<file path="config.mk">
export PLATFORM = sky130hd
export DESIGN_NAME = shamir_secret_recovery_gf256_top
export DESIGN_NICKNAME = d
export VERILOG_FILES = /design/src/ssr_pkg.sv /design/src/ssr_lane.sv /design/src/ssr_merge.sv /design/src/shamir_secret_recovery_gf256_top.sv
export SDC_FILE = /design/constraint.sdc
export NUM_CORES = 2
export LEC_CHECK = 0
export ABC_AREA = 1
export CAP_MARGIN = 25
export CORE_UTILIZATION = 50
export DETAILED_ROUTE_END_ITERATION = 8
export DONT_BUFFER_PORTS = 1
export GPL_TIMING_DRIVEN = 1
export PLACE_DENSITY = 0.68
export SYNTH_ARGS = -nofsm -noshare
export SYNTH_HDL_FRONTEND = slang
export SYNTH_SLANG_ARGS = --single-unit
</file>
<file path="constraint.sdc">
create_clock -name clk_i -period 5.8 [get_ports clk_i]
set_clock_uncertainty 0.15 [all_clocks]
set_input_delay 1.16 -clock clk_i [delete_from_list [all_inputs] [get_ports clk_i]]
set_output_delay 1.16 -clock clk_i [all_outputs]
set_load 0.02 [all_outputs]
</file>
<file path="src/ssr_pkg.sv">
`timescale 1ns / 1ps

package ssr_pkg;

  // GF(2^8) field constants, reduction polynomial 0x11B
  localparam logic [7:0] GF_REDUCE    = 8'h1B;
  localparam logic [7:0] GF_TOP       = 8'h80;
  localparam logic [7:0] GF_ONE       = 8'h01;
  // inverse of a is a^254
  localparam logic [7:0] GF_INV_POWER = 8'd254;

  // sequencer step counter, covers both the share loop and the 8-bit exponent
  localparam int unsigned STEP_W = 3;

  // register map: register i at byte address 8*i, decoded on paddr[3]
  localparam int unsigned PADDR_W       = 4;
  localparam logic        REG_THRESHOLD = 1'b0;
  localparam logic        REG_SHARE_IDS = 1'b1;

  localparam logic [3:0] THRESHOLD_RESET = 4'd2;
  localparam logic [3:0] THRESHOLD_MIN   = 4'd2;

  // weight sequencer phases
  localparam logic [1:0] SEQ_IDLE = 2'd0;
  localparam logic [1:0] SEQ_PROD = 2'd1;
  localparam logic [1:0] SEQ_INV  = 2'd2;
  localparam logic [1:0] SEQ_FIN  = 2'd3;

  typedef struct packed {
    logic [1:0]        phase;
    logic [STEP_W-1:0] step;
  } seq_ctrl_t;

  typedef struct packed {
    logic [7:0] share_byte_0;
    logic [7:0] share_byte_1;
    logic [7:0] share_byte_2;
    logic [7:0] share_byte_3;
    logic [7:0] share_byte_4;
    logic [7:0] share_byte_5;
    logic [7:0] share_byte_6;
    logic [7:0] share_byte_7;
  } share_item_t;

  typedef struct packed {
    logic [7:0] recovered_byte;
    logic       id_clash;
  } secret_item_t;

  // shift-and-add multiply in GF(2^8)
  function automatic logic [7:0] gf_mul(input logic [7:0] a, input logic [7:0] b);
    logic [7:0] p;
    logic [7:0] s;
    p = '0;
    s = a;
    for (int k = 0; k < 8; k++) begin
      if (b[k]) begin
        p = p ^ s;
      end
      if ((s & GF_TOP) != 8'h00) begin
        s = (s << 1) ^ GF_REDUCE;
      end else begin
        s = s << 1;
      end
    end
    return p;
  endfunction

  // y-byte of one share by index
  function automatic logic [7:0] share_byte(input share_item_t item,
                                            input logic [STEP_W-1:0] idx);
    logic [7:0] y;
    case (idx)
      3'd0:    y = item.share_byte_0;
      3'd1:    y = item.share_byte_1;
      3'd2:    y = item.share_byte_2;
      3'd3:    y = item.share_byte_3;
      3'd4:    y = item.share_byte_4;
      3'd5:    y = item.share_byte_5;
      3'd6:    y = item.share_byte_6;
      default: y = item.share_byte_7;
    endcase
    return y;
  endfunction

endpackage

</file>
<file path="src/ssr_lane.sv">
`timescale 1ns / 1ps

// One share lane: builds the basis weight of its share over several cycles,
// then scales each incoming y-byte by that weight.
module ssr_lane #(
  parameter int unsigned LANE = 0
) (
  input  logic                  clk_i,
  input  ssr_pkg::seq_ctrl_t    ctrl_i,
  input  logic [3:0]            used_i,
  input  logic [63:0]           ids_i,
  input  logic                  take_i,
  input  logic [7:0]            y_i,
  output logic [7:0]            prod_o,
  output logic                  clash_o
);

  logic [7:0] num_q, num_d;
  logic [7:0] den_q, den_d;
  logic [7:0] inv_q, inv_d;
  logic [7:0] weight_q;
  logic       clash_q;
  logic [7:0] prod_q;

  logic [7:0] xi, xj;
  logic       use_j;
  logic       lane_used;
  logic [7:0] base_nd_num, base_nd_den, base_inv, sq;

  assign xi        = ids_i[8*LANE +: 8];
  assign xj        = ids_i[8*ctrl_i.step +: 8];
  assign use_j     = ({1'b0, ctrl_i.step} < used_i) &&
                     (ctrl_i.step != ssr_pkg::STEP_W'(LANE));
  assign lane_used = 4'(LANE) < used_i;

  // numerator prod x_j and denominator prod (x_i ^ x_j), one share a cycle
  always_comb begin
    base_nd_num = (ctrl_i.step == '0) ? ssr_pkg::GF_ONE : num_q;
    base_nd_den = (ctrl_i.step == '0) ? ssr_pkg::GF_ONE : den_q;
    num_d = num_q;
    den_d = den_q;
    if (ctrl_i.phase == ssr_pkg::SEQ_PROD) begin
      num_d = ssr_pkg::gf_mul(base_nd_num, use_j ? xj : ssr_pkg::GF_ONE);
      den_d = ssr_pkg::gf_mul(base_nd_den, use_j ? (xi ^ xj) : ssr_pkg::GF_ONE);
    end
  end

  // den^254 by square and multiply, exponent msb first
  always_comb begin
    base_inv = (ctrl_i.step == '0) ? ssr_pkg::GF_ONE : inv_q;
    sq       = ssr_pkg::gf_mul(base_inv, base_inv);
    inv_d    = inv_q;
    if (ctrl_i.phase == ssr_pkg::SEQ_INV) begin
      if (ssr_pkg::GF_INV_POWER[3'd7 - ctrl_i.step]) begin
        inv_d = ssr_pkg::gf_mul(sq, den_q);
      end else begin
        inv_d = sq;
      end
    end
  end

  always_ff @(posedge clk_i) begin
    num_q <= num_d;
    den_q <= den_d;
    inv_q <= inv_d;
    // finish: weight and clash flag, unused lanes contribute nothing
    if (ctrl_i.phase == ssr_pkg::SEQ_FIN) begin
      weight_q <= lane_used ? ssr_pkg::gf_mul(num_q, inv_q) : 8'h00;
      clash_q  <= lane_used && (den_q == 8'h00);
    end
    if (take_i) begin
      prod_q <= ssr_pkg::gf_mul(y_i, weight_q);
    end
  end

  assign prod_o  = prod_q;
  assign clash_o = clash_q;

endmodule

</file>
<file path="src/ssr_merge.sv">
`timescale 1ns / 1ps

// Combines the lane products into the recovered byte and drives the result.
module ssr_merge #(
  parameter int unsigned MAX_SHARES = 8
) (
  input  logic                        clk_i,
  input  logic                        rst_ni,
  input  logic                        valid_i,
  input  logic [MAX_SHARES-1:0][7:0]  prod_i,
  input  logic [MAX_SHARES-1:0]       clash_i,
  output ssr_pkg::secret_item_t       result_o,
  output logic                        valid_o
);

  ssr_pkg::secret_item_t result_q;
  logic                  valid_q;
  logic [7:0]            acc;
  logic                  clash;

  // addition in GF(2^8) is xor
  always_comb begin
    acc = '0;
    for (int i = 0; i < MAX_SHARES; i++) begin
      acc = acc ^ prod_i[i];
    end
    clash = |clash_i;
  end

  always_ff @(posedge clk_i or negedge rst_ni) begin
    if (!rst_ni) begin
      valid_q <= 1'b0;
    end else begin
      valid_q <= valid_i;
    end
  end

  always_ff @(posedge clk_i) begin
    if (valid_i) begin
      result_q.recovered_byte <= clash ? 8'h00 : acc;
      result_q.id_clash       <= clash;
    end
  end

  assign result_o = result_q;
  assign valid_o  = valid_q;

endmodule

</file>
<file path="src/shamir_secret_recovery_gf256_top.sv">
`timescale 1ns / 1ps

// Shamir secret recovery over GF(2^8): one secret byte per item, one item per
// clock. An item is taken when start is high and busy is low; its result is
// registered in the lane product stage, then in the merge stage, and appears
// on result_o for exactly one cycle, marked by result_valid_o, and must be
// captured then since the receiver cannot stall. Basis weights depend only on
// the registers, so each share lane works out its weight once: after reset and
// after every register write, busy stays high while the sequencer forms the
// numerator and denominator products over the shares, then the inverse by
// exponentiation, then a finish step. Once busy is low, the rate is set by the
// single lane multiply and the merge xor, one item every cycle. id_clash reports
// equal ids among the used shares, with the recovered byte then zero.
module shamir_secret_recovery_gf256_top #(
  parameter int unsigned MAX_SHARES = 8
) (
  input  logic                               clk_i,
  input  logic                               rst_ni,
  input  logic                               start,
  output logic                               busy,
  input  ssr_pkg::share_item_t               item_i,
  output ssr_pkg::secret_item_t              result_o,
  output logic                               result_valid_o,
  input  logic                               psel,
  input  logic                               penable,
  input  logic                               pwrite,
  input  logic [ssr_pkg::PADDR_W-1:0]        paddr,
  input  logic [63:0]                        pwdata,
  output logic [63:0]                        prdata,
  output logic                               pready
);

  logic [3:0]         threshold_q;
  logic [63:0]        share_ids_q;
  ssr_pkg::seq_ctrl_t seq_q;
  logic               take1_q;
  logic [3:0]         used;
  logic               cfg_wr;
  logic               take;

  logic [MAX_SHARES-1:0][7:0] lane_prod;
  logic [MAX_SHARES-1:0]      lane_clash;

  assign pready = 1'b1;
  assign cfg_wr = psel && penable && pwrite && pready;
  assign busy   = seq_q.phase != ssr_pkg::SEQ_IDLE;
  assign take   = start && !busy;

  // register file
  always_ff @(posedge clk_i or negedge rst_ni) begin
    if (!rst_ni) begin
      threshold_q <= ssr_pkg::THRESHOLD_RESET;
      share_ids_q <= '0;
    end else if (cfg_wr) begin
      case (paddr[3])
        ssr_pkg::REG_THRESHOLD: threshold_q <= pwdata[3:0];
        ssr_pkg::REG_SHARE_IDS: share_ids_q <= pwdata;
        default: ;
      endcase
    end
  end

  always_comb begin
    case (paddr[3])
      ssr_pkg::REG_THRESHOLD: prdata = {60'd0, threshold_q};
      ssr_pkg::REG_SHARE_IDS: prdata = share_ids_q;
      default:                prdata = '0;
    endcase
  end

  // threshold saturates into 2..MAX_SHARES
  always_comb begin
    if (threshold_q < ssr_pkg::THRESHOLD_MIN) begin
      used = ssr_pkg::THRESHOLD_MIN;
    end else if (threshold_q > 4'(MAX_SHARES)) begin
      used = 4'(MAX_SHARES);
    end else begin
      used = threshold_q;
    end
  end

  // weight sequencer, restarted by reset and by any register write
  always_ff @(posedge clk_i or negedge rst_ni) begin
    if (!rst_ni) begin
      seq_q.phase <= ssr_pkg::SEQ_PROD;
      seq_q.step  <= '0;
    end else if (cfg_wr) begin
      seq_q.phase <= ssr_pkg::SEQ_PROD;
      seq_q.step  <= '0;
    end else begin
      case (seq_q.phase)
        ssr_pkg::SEQ_PROD: begin
          if (seq_q.step == ssr_pkg::STEP_W'(MAX_SHARES - 1)) begin
            seq_q.phase <= ssr_pkg::SEQ_INV;
            seq_q.step  <= '0;
          end else begin
            seq_q.step <= seq_q.step + 1'b1;
          end
        end
        ssr_pkg::SEQ_INV: begin
          if (seq_q.step == '1) begin
            seq_q.phase <= ssr_pkg::SEQ_FIN;
            seq_q.step  <= '0;
          end else begin
            seq_q.step <= seq_q.step + 1'b1;
          end
        end
        ssr_pkg::SEQ_FIN: begin
          seq_q.phase <= ssr_pkg::SEQ_IDLE;
        end
        default: begin
          seq_q.phase <= ssr_pkg::SEQ_IDLE;
          seq_q.step  <= '0;
        end
      endcase
    end
  end

  // item valid alongside the lane product stage
  always_ff @(posedge clk_i or negedge rst_ni) begin
    if (!rst_ni) begin
      take1_q <= 1'b0;
    end else begin
      take1_q <= take;
    end
  end

  for (genvar g = 0; g < MAX_SHARES; g++) begin : g_lane
    ssr_lane #(
      .LANE (g)
    ) u_lane (
      .clk_i   (clk_i),
      .ctrl_i  (seq_q),
      .used_i  (used),
      .ids_i   (share_ids_q),
      .take_i  (take),
      .y_i     (ssr_pkg::share_byte(item_i, ssr_pkg::STEP_W'(g))),
      .prod_o  (lane_prod[g]),
      .clash_o (lane_clash[g])
    );
  end

  ssr_merge #(
    .MAX_SHARES (MAX_SHARES)
  ) u_merge (
    .clk_i    (clk_i),
    .rst_ni   (rst_ni),
    .valid_i  (take1_q),
    .prod_i   (lane_prod),
    .clash_i  (lane_clash),
    .result_o (result_o),
    .valid_o  (result_valid_o)
  );

  // every result stems from an accepted item, registered through the lane product and merge stages
  assert property (@(posedge clk_i) disable iff (!rst_ni)
    result_valid_o |-> $past(start && !busy, 2))
    else $error("result without an accepted item");

  // a clash always clears the recovered byte
  assert property (@(posedge clk_i) disable iff (!rst_ni)
    (result_valid_o && result_o.id_clash) |-> (result_o.recovered_byte == 8'h00))
    else $error("clash result with nonzero recovered byte");

  // a register write always triggers a weight rebuild
  assert property (@(posedge clk_i) disable iff (!rst_ni)
    (psel && penable && pwrite) |=> busy)
    else $error("register write did not restart weight sequencer");

  // outside reset, busy only rises on a register write
  assert property (@(posedge clk_i) disable iff (!rst_ni)
    $rose(busy) |-> $past(psel && penable && pwrite))
    else $error("busy rose without a register write");

endmodule
</file>
# Word level (Yosys, flattened, before mapping)
# Memory sizes are Yosys's and may differ from the RTL's.
# Cells that the tools add are included.
# Widths: inputs -> output; s select.
[totals]
memories = 1
rom_bits = 8
register_bits = 412
in_bits = 138
[mem_list]
columns = ["memory", "words", "word_bits", "read_ports", "rd_ports_with_merged_regs", "wr", "line_no", "rtl"]
rows = [
  ["(no name shown)", 8, 1, 1, 0, 0, "ssr_lane.sv:54", "if (ssr_pkg::GF_INV_POWER[3'd7 - ctrl_i.step]) begin"],
]
[classes]
order_cmp = 12
shifts = 1
reduce_logical = 36
mux = 1450
bitwise_logic = 688
n_addsub = 2
eq_ne = 14
[ops]
columns = ["cell", "n"]
rows = [
  ["$mux 8", 1104],
  ["$xor 8x8->8", 351],
  ["$mux 5", 337],
  ["$not 4->4", 336],
  ["$pmux 64 s2", 1],
  ["$logic_not 8->1", 8],
  ["$shiftx 64x7->8", 1],
  ["$logic_and 1x1->1", 19],
  ["$ne 3x3->1 const B", 6],
  ["$lt 3x4->1 const A", 4],
  ["$lt 1x4->1 const A", 2],
  ["$lt 2x4->1 const A", 2],
  ["$mux 4", 2],
  ["$reduce_or 8->1", 1],
  ["$ne 3x2->1 const B", 2],
  ["$pmux 3 s2", 1],
  ["$reduce_and 2->1", 3],
  ["$eq 2x2->1 const B", 2],
  ["$gt 4x4->1 const B", 1],
  ["$lt 3x4->1", 1],
  ["$lt 3x4->1 const B", 1],
  ["$lt 4x2->1 const B", 1],
  ["$mux 2", 2],
  ["$pmux 2 s2", 1],
  ["14 further kinds", 14],
]

# Depth between registers and ports, before layout
[logic_depth]
depth_word = 49
mapped_depth = 45

# Hierarchy
# Synthesis repeated with hierarchy kept, for this count alone.
[hier_totals]
hier_cells = 13739
hier_area_um2 = 80270.7
[by_module_without_submodules]
columns = ["mod", "instances", "seq_area_each_um2", "area_per_inst_um2", "cells_per_inst"]
rows = [
  ["ssr_lane (g_lane[4].u_lane)", 1, 1231.2, 9586.7, 1690],
  ["ssr_lane (g_lane[7].u_lane)", 1, 1231.2, 9531.6, 1635],
  ["ssr_lane (g_lane[1].u_lane)", 1, 1231.2, 9440.3, 1660],
  ["ssr_lane (g_lane[2].u_lane)", 1, 1231.2, 9417.8, 1646],
  ["ssr_lane (g_lane[6].u_lane)", 1, 1231.2, 9377.7, 1592],
  ["ssr_lane (g_lane[3].u_lane)", 1, 1231.2, 9322.7, 1597],
  ["ssr_lane (g_lane[0].u_lane)", 1, 1231.2, 9321.4, 1613],
  ["ssr_lane (g_lane[5].u_lane)", 1, 1231.2, 9307.7, 1609],
  ["shamir_secret_recovery_gf256_top", 1, 1854.3, 3598.5, 481],
  ["ssr_merge", 1, 295.3, 1366.3, 216],
]

# Least setup slack after synthesis
# OpenSTA, ideal clock, no wires.
[synth_path]
kind = "reg-to-reg"
from = "register seq_q[1] (netlist bit)"
to = "register g_lane[1].u_lane.inv_q[7] (data pin)"
path_buffers = 11
t_arrival_ns = 5.583
period_less_slack_ns = 5.985
stages_incl_launch_ff = 40
path_slack_ns = -0.185
path_cell_list = "dfrtp_1 -> buf_2 -> clkinv_1 -> buf_2 -> ha_1 -> nand2_4 -> buf_6 -> buf_4 -> buf_2 -> buf_2 -> buf_2 -> buf_1 -> clkbuf_1 -> buf_1 -> nand2_1 -> ha_1 -> clkbuf_1 -> inv_1 -> [... 4 more ...] -> nand2_1 -> inv_1 -> nand2_1 -> nand2_1 -> nand2_1 -> nand3_1 -> nand2_1 -> nand2_1 -> nand2_1 -> nand2_1 -> nand2_1 -> nand2_1 -> xnor2_1 -> inv_1 -> nand3_1 -> nand2_1 -> nand2_1 -> nand2_1"
[synth_between]
elab_chain_cells = 47
elab_cells_between_ends = 86
[synth_rtl]
columns = ["item", "line_no", "rtl"]
rows = [
  ["start: declaration", "shamir_secret_recovery_gf256_top.sv:35", "ssr_pkg::seq_ctrl_t seq_q;"],
  ["$logic_not 3->1", "ssr_lane.sv:50", "base_inv = (ctrl_i.step == '0) ? ssr_pkg::GF_ONE : inv_q;"],
  ["$mux 8", "ssr_lane.sv:50", ""],
  ["$mux 8", "ssr_pkg.sv:57", "if (b[k]) begin"],
  ["$xor 8x8->8", "ssr_pkg.sv:58", "p = p ^ s;"],
  ["$mux 8", "ssr_pkg.sv:57", ""],
  ["$xor 8x8->8", "ssr_pkg.sv:58", ""],
  ["$mux 8", "ssr_pkg.sv:57", ""],
  ["$xor 8x8->8", "ssr_pkg.sv:58", ""],
  ["[... 31 more ...]", "--", ""],
  ["$mux 8", "ssr_lane.sv:53", "if (ctrl_i.phase == ssr_pkg::SEQ_INV) begin"],
  ["$xor 8x8->8", "ssr_pkg.sv:58", ""],
  ["$mux 8", "ssr_pkg.sv:57", ""],
  ["$mux 8", "ssr_lane.sv:54", ""],
  ["$mux 8", "ssr_lane.sv:53", ""],
  ["$xor 8x8->8", "ssr_pkg.sv:58", ""],
  ["$mux 8", "ssr_pkg.sv:57", ""],
  ["$mux 8 (*)", "ssr_lane.sv:54", ""],
  ["end signal: assignment", "ssr_lane.sv:65", "inv_q <= inv_d;"],
  ["end: declaration", "ssr_lane.sv:20", "logic [7:0] inv_q, inv_d;"],
]
# Every way passes the cells marked *; elsewhere a longest branch is shown, timed or not. The select of a mux whose other input is x is not followed.
# A chain may end at the register's enable or synchronous reset.

# Worst setup path after layout
[layout_path]
from = "register seq_q[1] (netlist bit)"
to = "register g_lane[4].u_lane.inv_q[4] (data pin)"
[layout_between]
elab_chain_cells = 49
elab_cells_between_ends = 92
[layout_rtl]
columns = ["item", "line_no", "rtl"]
rows = [
  ["$logic_not 3->1", "ssr_lane.sv:50", ""],
  ["$mux 8", "ssr_lane.sv:50", ""],
  ["$not 4->4 (no line)", "--", ""],
  ["$mux 5", "ssr_pkg.sv:60", "if ((s & GF_TOP) != 8'h00) begin"],
  ["$xor 8x8->8", "ssr_pkg.sv:58", ""],
  ["$mux 8", "ssr_pkg.sv:57", ""],
  ["$xor 8x8->8", "ssr_pkg.sv:58", ""],
  ["$mux 8", "ssr_pkg.sv:57", ""],
  ["[... 33 more ...]", "--", ""],
  ["$mux 8", "ssr_lane.sv:53", ""],
  ["$xor 8x8->8", "ssr_pkg.sv:58", ""],
  ["$mux 8", "ssr_pkg.sv:57", ""],
  ["$mux 8", "ssr_lane.sv:54", ""],
  ["$mux 8", "ssr_lane.sv:53", ""],
  ["$xor 8x8->8", "ssr_pkg.sv:58", ""],
  ["$mux 8", "ssr_pkg.sv:57", ""],
  ["$mux 8 (*)", "ssr_lane.sv:54", ""],
  ["end signal: assignment", "ssr_lane.sv:65", ""],
  ["end: declaration", "ssr_lane.sv:20", ""],
]
# Marks and branches as above.

==> flow_summary.yaml <==
setup_path:
  cp.arrival_ns: 5.68
  critPathKind: "flop to flop"
  cp.required_ns: 6.07
  cpMostUsedCell: "nand2_1"
  cp-start-kind: "flop"
  slowest_stage: "ha_1"
  cp_max_fo: 32
  slowest_delay_ns: 0.42
  end_kind: "flop"
die:
  dieArea_sq_um: 148000
  core_area_sq_um: 145000
  std_cell_rows: 140
  initial_core_util_pct: 50.3
  die_x_um: 385
  ios: 214
  die_height_um: 385
timing:
  max_slew_margin_pct: 29.1
  tns_ns: 0
  rsz0062_at_grt: "no"
  final_hold_viol_count: 0
  fin_crit_ns: 5.41
  fmax_mhz: 185
  fin_crit_sh_pct: 93.2
  slew_viol_final: 0
  worst_pin_slew_ns: 1.06
  final-setup-viol-count: 0
final_layout:
  drive_gt1_share_pct: 3.70
  regArea_sq_um: 12000
  synthToLayoutAreaGrowth_pct: 4.99
  n_fill_cell: 15000
  multi_input_area_sq_um: 54400
  layout.nets: 12500
clock_network:
  cts_sinks: 412
  clock_latency_ns: 0.69
  cts_htree_levels: 2
  cts_tree: "yes"
  post_cts_resized: 0
  clk_path_buf_depth: 3
  cts-buffers-inserted: 56
  root_buffer: "clkbuf_16"
  postCtsSetupBuffers: 0
  ctsHoldBuffers: 1
  path_clk_slew_ns: 0.07
logic_synthesis:
  synth-async-reset-ratio_pct: 18.2
  synth_warnings: 0
  synth_area_leaders: "nand2_1 (23%), xor2_1 (16%), edfxtp_1 (14%), xnor2_1 (11%), nand3_1 (7.6%)"
  synth_nets: 12700
  synthFlopType: "edfxtp_1"
  synth_seq_cells: 412
  synth_edf_count: 337
  seq_area_frac_synth_pct: 16.4
  netlist.area_leader.share_pct: 23.3
  synth_area_sq_um: 73200
  synth_top_cell_by_area: "nand2_1"
  avgSynthCellArea_sq_um: 5.84
  ys_types: 56
  netlist_instances: 12500
route:
  num_vias: 76800
  drt_iter0_drc: 6513
  via_per_inst: 5.37
  avgRoutedWirePerCell_um: 17.2
  dr.pass1.iters: 6
  ant_nets: 0
  wl_mm: 247
  drc_errors: 0
worst_hold_path:
  hold_path.class: "input pin to async pin"
run:
  maxCapViolations: 0
global_route:
  antenna_found_initial: 7
  grt_pass1_wl_mm: 383
  grt_usage_pct: 32.3
  grt_pass1_vias: 70400
  grt_overflow: 0
  grt_max_degree: 74
place:
  gp_congestion: 0.996
  io_buffers: 0
  hpwl_mm: 192
outcome:
  outcome: "completed"
==> worst max-delay path, delay by kind of cell, from the launching register on <==
family	cells	cell delay, ns
xor gates and xnor gates	1	0.42
adders and majority gates	2	0.70
buffers and inverters	6	0.99
DFF	1	0.35
and+or+nand+nor	20	2.53
==> cells by family (layout without fill, tap and decap cells) <==
family                   count (synthesis)  after routing  synth area share (%)
XOR/XNOR                              2315           2315                  27.8
AO/OA/AOI/OAI                          528            528                  3.89
AND/OR/NAND/NOR                       7473           7473                  41.8
buffers and inverters                 1758           1602                  9.32
multiplexers                            27             27                 0.410
adder cells (fa/ha/maj)                 21             21                 0.359
flip-flops                             412            412                  16.4
other                                    1              3               0.00512
==> metal layers <==
layer / up-vias / GRT usage [%] / routed length, um
met5: - / 0 / 46
met4: 6 / 15.0 / 12400
met3: 525 / 4.56 / 19100
met2: 2909 / 52.7 / 110000
met1: 35200 / 41.9 / 105000
li1: 38100 / - / -
==> layout make-up <==
cell class / count / share of cell area [%]
Antenna cell: 2 / 0.00651
Clock buffer: 65 / 2.00
Clock inverter: 40 / 0.578
Inverter: 1405 / 6.86
Multi-Input combinational cell: 10400 / 70.9
Sequential cell: 412 / 15.6
Tap cell: 1917 / 3.12
Timing Repair Buffer: 92 / 0.944
==> cell usage after synthesis, drive strengths merged (3+ instances only) <==
cell type,n
nand2,4607
nor2,1410
inv,1382
xor2,1361
nand3,1125
xnor2,954
edfxtp,337
o21ai,270
clkbuf,244
a21oi,182
buf,109
nor3,89
or2,77
dfrtp,73
nand3b,68
nand4,62
mux2,24
o21bai,24
clkinv,23
o21a,22
ha,21
nor4,17
o211ai,16
nor3b,7
and3,6
o22ai,4
mux2i,3
o31ai,3
==> sequential cells by signal (all words and copies together), names as in the netlist <==
signal / flops
g_lane.u_lane.inv_q: 64
g_lane.u_lane.weight_q: 64
u_merge.valid_o: 1
g_lane.u_lane.num_q: 64
g_lane.u_lane.prod_o: 64
u_merge.result_o: 9
g_lane.u_lane.clash_o: 8
seq_q: 5
share_ids_q: 64
g_lane.u_lane.den_q: 64
take1_q: 1
threshold_q: 4
==> metrics by stage <==
stage | hold WS (ns) | utilization (%) | setup WS, ns | instances | cell area, sq um
6_report | 0.0172 | 52.8 | 0.394 | 14300 | 76800
4_1_cts | 0.00609 | 52.8 | 0.558 | 14300 | 76800
2_1_floorplan | 0.324 | - | 0.00174 | 12500 | 73200
5_1_grt | 0.0105 | 52.8 | 0.0285 | 14300 | 76800
3_5_place_dp | 0.368 | 51.4 | 0.560 | 14200 | 74800
3_3_place_gp | 0.344 | 51.4 | 0.676 | 14200 | 74800
==> path summary, 6_finish.rpt <==
check / startpoint / to / slack [ns] / depth (start not counted)
worst max-delay path: seq_q[1]$_DFFE_PN0P_ / g_lane[4].u_lane.inv_q[4]$_DFFE_PP_ / 0.39 / 29
worst min-delay path: rst_ni / threshold_q[3]$_DFFE_PN0P_ / 0.02 / 0
worst max register to register: seq_q[1]$_DFFE_PN0P_ / g_lane[4].u_lane.inv_q[4]$_DFFE_PP_ / 0.39 / 29
worst min register to register: threshold_q[1]$_DFFE_PN1P_ / threshold_q[1]$_DFFE_PN1P_ / 0.39 / 2
max in group asynchronous: rst_ni / u_merge.valid_o$_DFF_PN0_ / 4.32 / 1
min in group clk_i: threshold_q[1]$_DFFE_PN1P_ / threshold_q[1]$_DFFE_PN1P_ / 0.39 / 2
==> placed cells by master (no fill, tap or decap), types with 84 or more instances in the layout <==
| master | n |
|---|---|
| inv_1 | 1345 |
| xnor2_1 | 954 |
| o21ai_0 | 220 |
| nand3_1 | 1116 |
| nand2_1 | 4528 |
| nor2_1 | 1385 |
| xor2_1 | 1354 |
| nor3_1 | 89 |
| edfxtp_1 | 337 |
| a21oi_1 | 181 |
| buf_4 | 84 |
Power is left out: the tool's default activity adds up to more than one toggle a clock period on the data nets, which glitch-free logic cannot reach.
